File: src/rtl/lav_pkg.sv
// ----------------------------------------------------------------------------
// lav_pkg
// Shared constants and types for the look-at view matrix pipeline.
// ----------------------------------------------------------------------------
package lav_pkg;

  localparam int FRACTION_BITS_DEF = 16;
  localparam int COORD_W           = 32;
  // leading one of the largest magnitude sits here after scaling
  localparam int NORM_TOP          = 30;

  localparam logic signed [COORD_W-1:0] SAT_MAX = 32'sh7FFF_FFFF;
  localparam logic signed [COORD_W-1:0] SAT_MIN = 32'sh8000_0000;

  // column codes
  localparam logic [1:0] COL_X = 2'd0;
  localparam logic [1:0] COL_Y = 2'd1;
  localparam logic [1:0] COL_Z = 2'd2;
  localparam logic [1:0] COL_T = 2'd3;

  typedef struct packed {
    logic valid;
    logic degen;
  } lav_ctl_t;

endpackage

File: src/rtl/lav_if.sv


interface lav_col_if;
  logic                                valid;
  logic                                ready;
  logic [1:0]                          column_index;
  logic signed [lav_pkg::COORD_W-1:0]  row0_value;
  logic signed [lav_pkg::COORD_W-1:0]  row1_value;
  logic signed [lav_pkg::COORD_W-1:0]  row2_value;
  logic signed [lav_pkg::COORD_W-1:0]  row3_value;
  logic                                last_column;
  logic                                degenerate;

  modport source (output valid, column_index, row0_value, row1_value, row2_value,
                  row3_value, last_column, degenerate, input ready);
  modport sink (input valid, column_index, row0_value, row1_value, row2_value,
                row3_value, last_column, degenerate, output ready);
endinterface

File: src/rtl/lav_ser.sv
// ----------------------------------------------------------------------------
// lav_ser
// Column serialiser: holds one finished matrix and sends it one column word
// at a time, taking the next matrix as the last column leaves.
// ----------------------------------------------------------------------------
module lav_ser #(
  parameter int FRACTION_BITS = lav_pkg::FRACTION_BITS_DEF
) (
  input  logic                                 clk,
  input  logic                                 rst,
  input  lav_pkg::lav_ctl_t                    in_ctl,
  input  logic signed [FRACTION_BITS+1:0]      in_r [3],
  input  logic signed [FRACTION_BITS+1:0]      in_u [3],
  input  logic signed [FRACTION_BITS+1:0]      in_f [3],
  input  logic signed [lav_pkg::COORD_W-1:0]   in_t [3],
  output logic                                 take,
  lav_col_if.source                            columns
);

  localparam int CW = lav_pkg::COORD_W;
  localparam logic signed [CW-1:0] ONE = CW'(1) << FRACTION_BITS;

  logic                           busy;
  logic [1:0]                     cnt;
  logic                           degen_q;
  logic signed [FRACTION_BITS+1:0] r_q [3], u_q [3], f_q [3];
  logic signed [CW-1:0]           t_q [3];

  assign take = !busy || (columns.ready && cnt == lav_pkg::COL_T);

  always_ff @(posedge clk) begin
    if (rst) begin
      busy <= 1'b0;
      cnt  <= lav_pkg::COL_X;
    end else if (take) begin
      busy <= in_ctl.valid;
      cnt  <= lav_pkg::COL_X;
    end else if (columns.ready) begin
      cnt <= cnt + 2'd1;
    end
  end

  always_ff @(posedge clk) begin
    if (take && in_ctl.valid) begin
      degen_q <= in_ctl.degen;
      r_q     <= in_r;
      u_q     <= in_u;
      f_q     <= in_f;
      t_q     <= in_t;
    end
  end

  assign columns.valid        = busy;
  assign columns.column_index = cnt;
  assign columns.last_column  = (cnt == lav_pkg::COL_T);
  assign columns.degenerate   = degen_q;
  assign columns.row3_value   = (cnt == lav_pkg::COL_T) ? ONE : '0;

  always_comb begin
    case (cnt)
      lav_pkg::COL_X: begin
        columns.row0_value = CW'(r_q[0]);
        columns.row1_value = CW'(u_q[0]);
        columns.row2_value = -CW'(f_q[0]);
      end
      lav_pkg::COL_Y: begin
        columns.row0_value = CW'(r_q[1]);
        columns.row1_value = CW'(u_q[1]);
        columns.row2_value = -CW'(f_q[1]);
      end
      lav_pkg::COL_Z: begin
        columns.row0_value = CW'(r_q[2]);
        columns.row1_value = CW'(u_q[2]);
        columns.row2_value = -CW'(f_q[2]);
      end
      lav_pkg::COL_T: begin
        columns.row0_value = t_q[0];
        columns.row1_value = t_q[1];
        columns.row2_value = t_q[2];
      end
      default: begin
        columns.row0_value = '0;
        columns.row1_value = '0;
        columns.row2_value = '0;
      end
    endcase
  end

endmodule

File: src/flat_wrapper.sv
// flat-port wrapper written by rule: the top's interface ports become plain ports
module lav_ser_flat 
#(
  parameter int FRACTION_BITS = lav_pkg::FRACTION_BITS_DEF
)
  (clk, rst, in_ctl, in_r, in_u, in_f, in_t, take, columns_valid, columns_column_index, columns_row0_value, columns_row1_value, columns_row2_value, columns_row3_value, columns_last_column, columns_degenerate, columns_ready);
  lav_col_if columns_i ();
  input  logic clk;
  input  logic rst;
  input  lav_pkg::lav_ctl_t in_ctl;
  input  logic signed [FRACTION_BITS+1:0] in_r[3];
  input  logic signed [FRACTION_BITS+1:0] in_u[3];
  input  logic signed [FRACTION_BITS+1:0] in_f[3];
  input  logic signed [lav_pkg::COORD_W-1:0] in_t[3];
  output logic take;
  output wire logic [$bits(columns_i.valid)-1:0] columns_valid;
  output wire logic [$bits(columns_i.column_index)-1:0] columns_column_index;
  output wire logic [$bits(columns_i.row0_value)-1:0] columns_row0_value;
  output wire logic [$bits(columns_i.row1_value)-1:0] columns_row1_value;
  output wire logic [$bits(columns_i.row2_value)-1:0] columns_row2_value;
  output wire logic [$bits(columns_i.row3_value)-1:0] columns_row3_value;
  output wire logic [$bits(columns_i.last_column)-1:0] columns_last_column;
  output wire logic [$bits(columns_i.degenerate)-1:0] columns_degenerate;
  input wire logic [$bits(columns_i.ready)-1:0] columns_ready;
  assign columns_valid = columns_i.valid;
  assign columns_column_index = columns_i.column_index;
  assign columns_row0_value = columns_i.row0_value;
  assign columns_row1_value = columns_i.row1_value;
  assign columns_row2_value = columns_i.row2_value;
  assign columns_row3_value = columns_i.row3_value;
  assign columns_last_column = columns_i.last_column;
  assign columns_degenerate = columns_i.degenerate;
  assign columns_i.ready = columns_ready;
  lav_ser #(.FRACTION_BITS(FRACTION_BITS)) u_core (.clk(clk), .rst(rst), .in_ctl(in_ctl), .in_r(in_r), .in_u(in_u), .in_f(in_f), .in_t(in_t), .take(take), .columns(columns_i));
endmodule
File: config.mk
export PLATFORM = sky130hd
export DESIGN_NAME = lav_ser_flat
export DESIGN_NICKNAME = d
export VERILOG_FILES = /design/src/rtl/lav_pkg.sv /design/src/rtl/lav_if.sv /design/src/rtl/lav_ser.sv /design/src/flat_wrapper.sv
export SDC_FILE = /design/constraint.sdc
export NUM_CORES = 1
export LEC_CHECK = 0
export BUFFER_PORTS_ARGS = -buffer_cell sky130_fd_sc_hd__buf_2
export CAP_MARGIN = 10
export CORE_AREA = 2 2 152 154
export CTS_BUF_LIST = sky130_fd_sc_hd__clkbuf_4
export DETAILED_ROUTE_END_ITERATION = 6
export DIE_AREA = 0 0 154 156
export PLACE_DENSITY = 0.78
export SLEW_MARGIN = 25
export SYNTH_ARGS = -nofsm -noshare
export SYNTH_HDL_FRONTEND = slang
export SYNTH_SLANG_ARGS = --single-unit
File: constraint.sdc
create_clock -name clk -period 22.5 [get_ports clk]
set_clock_uncertainty 0.1 [all_clocks]
set_input_delay 3.375 -clock clk [delete_from_list [all_inputs] [get_ports clk]]
set_output_delay 3.375 -clock clk [all_outputs]
set_load 0.03 [all_outputs]
### After elaboration in Yosys (flattened, before gate mapping)

Cells that the tools add are included.

* flip-flop bits (word level): 262
* input port bits: 263
* output and inout port bits: 134
* logic and storage cells: 32

* $add $sub $neg: 4
* equal/unequal tests: 3
* muxes and demuxes: 4
* reductions and logical operators: 6

Operators by type and width (number)
* $pmux W32 S4: 3
* $neg A18 Y32: 3
* $mux W17: 1
* $eq A2 B2 Y1 const B: 2
* $add A2 B1 Y2 const B: 1
* $eq A2 B1 Y1 const B: 1
* $logic_and A1 B1 Y1: 2
* $logic_not A2 Y1: 1
* $reduce_or A2 Y1: 1
* $logic_not A1 Y1: 1
* $logic_or A1 B1 Y1: 1

### Depth between registers and ports, before layout

* depth in word-level cells: 4
* mapped depth: 8
* gate-level depth less buffers: 7

### Worst setup path after synthesis

OpenSTA, ideal clock, no wires.

* path type: in2reg
* start point: input port columns_ready
* end point: register u_core.degen_q (netlist: u_core.columns.degenerate) (enable)
* arrival: 9.640 ns
* slack: 12.109 ns
* cell stages on the path: 3
* path buffers: 0
* path through: nand2_1 -> nand2_1 -> and2_1

* longest elaborated chain between the ends: 3

Ends and longest elaborated chain
* from (decl): RTL line flat_wrapper.sv:24 `input wire logic [$bits(columns_i.ready)-1:0] columns_ready;`
* $logic_and A1 B1 Y1: RTL line lav_ser.sv:29 `assign take = !busy || (columns.ready && cnt == lav_pkg::COL_T);`
* $logic_or A1 B1 Y1: RTL line lav_ser.sv:29
* via take: RTL line flat_wrapper.sv:15 `output logic take;`
* $logic_and A1 B1 Y1: RTL line lav_ser.sv:44 `if (take && in_ctl.valid) begin`
* to (signal assigned): RTL line lav_ser.sv:45 `degen_q <= in_ctl.degen;`
* to (decl): RTL line lav_ser.sv:25 `logic degen_q;`

The timed path passes the listed nets, and every way through them passes these cells.
A chain may end at the register's enable or synchronous reset.

### Worst setup path in the final report

* start point: input port columns_ready
* end point: output port take

* longest elaborated chain between the ends: 2

Ends and longest elaborated chain (RTL line)
* $logic_and A1 B1 Y1: lav_ser.sv:29
* $logic_or A1 B1 Y1: lav_ser.sv:29
* to (decl): flat_wrapper.sv:15

No other way between the ends.

==> run_results.csv <==
group,metric,value,unit
finish,synthToLayoutAreaGrowth,25.82,%
die,die_height,156,µm
clocking,cts_hold_buf,0,
die,die_x,154,µm
worst_setup_path,crit_chain,"buf_2 > nand2_1 > nand2_1 > buf_2",
worst_setup_path,r2r_cells,7,
route,wl,27.38,mm
synthesis,ys_async_sr_fraction,0,%
synthesis,yosysSeqAreaShare,72.53,%
global_routing,antenna_found_initial,9,
synthesis,synth_top_area_cell,"edfxtp_1",
die,pin_count,397,
clocking,post-cts-setup-buffers,0,
route,drt_iter0_drc,592,
die,core.rowCount,55,
clocking,clk_latency,0.62,ns
die,initial_core_util,48.32,%
run,cap_violations,0,
timing,fin_tns_setup,0,ns
synthesis,synth_area_leaders,"edfxtp_1, a222oi_1, a21oi_1",
synthesis,syn_inst,732,
global_routing,grt_max_degree,93,
clocking,clk_pin_slew,0.06,ns
synthesis,synth_edf_count,259,
pwr,swShare,25.77,%
timing,min_period_over_period,32.88,%
finish,fill_cells,1796,
synthesis,syn_avg_cell_area,14.76,µm²
pwr,clockPowerShare,35.4,%
worst_setup_path,cp_max_fo,4,
timing,fmax,0.1352,GHz
synthesis,netlist_area,10810,µm²
worst_setup_path,rrSetupSlack,18.31,ns
pwr,power.density,80.27,nW/µm²
worst_setup_path,crit_family,"buffers and inverters",
route,via_per_inst,5.351,
clocking,clk_path_buf_depth,3,
pwr,p_int,810.1,µW
die,die-area,24020,µm²
worst_setup_path,criticalPathCategory,"in -> out",
worst_setup_path,cpMaxStageDelayCell,"buf_2",
outcome,violations,"DRC",
clocking,tritoncts,"built",
pwr,p_seq_share,53.2,%
finish,nets,1405,
outcome,outcome,"finished with violations",
finish,design_area,13600,µm²
clocking,cts_buffers,68,
route,dr.pass1.iters,7,
worst_setup_path,required,19.03,ns
timing,slew_headroom,30.07,%
worst_setup_path,cpPeakStageDelay,0.22,ns
placement,place.gp.congestion,0.8366,
die,core-area,22370,µm²
synthesis,synth_top_area_share,71.97,%
clocking,cts_resized,0,
global_routing,first_global_vias,7811,
route,detail_route.wl_per_cell,18.65,µm
pwr,vdd_drop_max,53.95,µV
clocking,clkSinkCount,262,
route,vias,7855,
synthesis,synth_seq_cells,262,
pwr,p_sw,281.3,µW
worst_setup_path,end_kind,"primary output",
route,ant_nets,0,
synthesis,yosysWarnings,0,
route,drc,1,
placement,hpwlAfterDp,18.37,mm
global_routing,grt_usage,21.89,%
pwr,p_comb_share,11.4,%
worst_setup_path,start_kind,"input port",
finish,drive_above_1_share,41.84,%
placement,portBuffers,365,
placement,dp.cells,1349,
worst_setup_path,arrival,3.92,ns
clocking,root_buffer,"clkbuf_4",
timing,rsz0062_at_grt,"false",
global_routing,grt_pass1_wl,40.16,mm
clocking,htree_levels,3,
synthesis,ys.flop_type,"edfxtp_1",
global_routing,gr-total-overflow,0,
worst_hold_path,holdPathStages,2,
timing,period_needed,7.397,ns
pwr,power_leakage,0.005394,µW
worst_hold_path,holdCritPathClass,"reg -> reg",
finish,fin_cells,1468,
timing,hold_violations,0,
worst_setup_path,cp.depth,4,
worst_setup_path,path_buf_inv,2,
placement,post_dp_cell_area,12750,µm²
timing,worst_pin_slew,1.033,ns
timing,setup_viol,0,
timing,slew_viol_final,0,
synthesis,ys_types,51,
routing by layer:
| layer | GRT usage [%] | vias up | routed length, µm |
|---|---|---|---|
| li1 | - | 3671 | - |
| met1 | 23.96 | 3645 | 9824 |
| met2 | 36.92 | 452 | 13800 |
| met3 | 8.556 | 83 | 2776 |
| met4 | 11.75 | 4 | 964 |
| met5 | 0 | - | 21 |
cells by family after synthesis:
| group | synth area share [%] |
|---|---|
| AOI/OAI and AO/OA | 11.10 |
| xor gates and xnor gates | 2.756 |
| adders and majority gates | 0.8104 |
| buffers and inverters | 4.376 |
| DFF | 72.53 |
| muxes | 0.2779 |
| other | 0.03470 |
| and+or+nand+nor | 8.116 |
cell type report:
class	instances	area, µm²	share of cell area [%]
tap	285	356.6	2.623
timing repair buffer	375	1918	14.11
clock inverter	12	61.31	0.4509
sequential	262	7838	57.64
clock buffer	99	743.2	5.466
multi-input combinational	419	2629	19.33
antenna	7	17.52	0.1288
inverter	9	33.78	0.2485
cell usage after synthesis (2+ instances only):
cell type,n
edfxtp_1,259
a21oi_1,76
nor2_1,53
nand2_1,47
a222oi_1,40
buf_4,33
clkbuf_1,30
xor2_1,21
nand3_1,15
a21o_1,14
xnor2_1,13
nor3_1,10
inv_1,9
o21ai_0,9
or4_1,9
or3_1,8
ha_1,7
o31ai_1,7
a221oi_1,5
a22oi_1,5
a32oi_1,5
buf_1,4
nand3b_1,4
and3_1,3
clkbuf_8,3
dfxtp_1,3
mux2i_1,3
nand4_1,3
nor3b_1,3
nor4_1,3
and2_1,2
buf_6,2
nand4b_1,2
nor2b_1,2
nor4_4,2
o21ai_1,2
o32a_1,2
worst min-delay path: stages, from the launching register on:
cell     delay [ns]
dfxtp_1        0.34
a21oi_1        0.07
nor2_1         0.07
state kept, by name (all words and copies together) (netlist names):
signal,count
u_core.columns.degenerate,1
u_core.t_q,96
u_core.columns.valid,1
u_core.r_q,54
u_core.columns.column_index,2
u_core.f_q,54
u_core.u_q,54
worst paths after layout:
check | start | to
min | u_core.columns.valid$_SDFFE_PP0P_ | u_core.columns.valid$_SDFFE_PP0P_
min reg2reg | u_core.columns.valid$_SDFFE_PP0P_ | u_core.columns.valid$_SDFFE_PP0P_
max | columns_ready | take
max reg2reg | u_core.columns.column_index[0]$_SDFFE_PP0P_ | u_core.t_q[9]$_DFFE_PP_
cells in the final DEF (no fill, tap or decap), types with 4 or more instances in the layout:
cell / n
a21oi_1: 76
buf_2: 365
ha_1: 4
o31ai_1: 7
a221oi_1: 5
or3_1: 8
a222oi_1: 40
conb_1: 31
nor2_1: 53
xnor2_1: 13
a21o_1: 14
buf_4: 8
nand3_1: 15
inv_1: 8
clkinv_1: 6
edfxtp_1: 259
nor3_1: 10
clkbuf_4: 99
nand3b_1: 4
a22oi_1: 5
nand2_1: 47
a32oi_1: 5
diode_2: 7
xor2_1: 21
or4_1: 9
o21ai_0: 9
power by group through the flow:
stage | Sequential [µW] | Clock [µW] | Combinational (µW)
after detailed placement | 591 | 0 | 124
after floorplan | 595 | 0 | 78.9
final | 581 | 386 | 124
after CTS | 581 | 399 | 125
after global placement | 590 | 0 | 122
after global routing | 583 | 423 | 133
per-stage QoR:
step / hold slack, ns / util [%] / power [µW] / setup WS, ns
after CTS: 0.4258 / 60.61 / 1105 / 15.05
after detailed placement: 0.4104 / 57.01 / 715.6 / 15.06
after floorplan: 0.5395 / - / 674.0 / 12.11
after global routing: 0.4775 / 60.77 / 1139 / 15.04
final: 0.4188 / 60.79 / 1091 / 15.10
after global placement: 0.4022 / 57.01 / 712.6 / 15.09
Note: power is estimated with default switching activity, not from simulation.
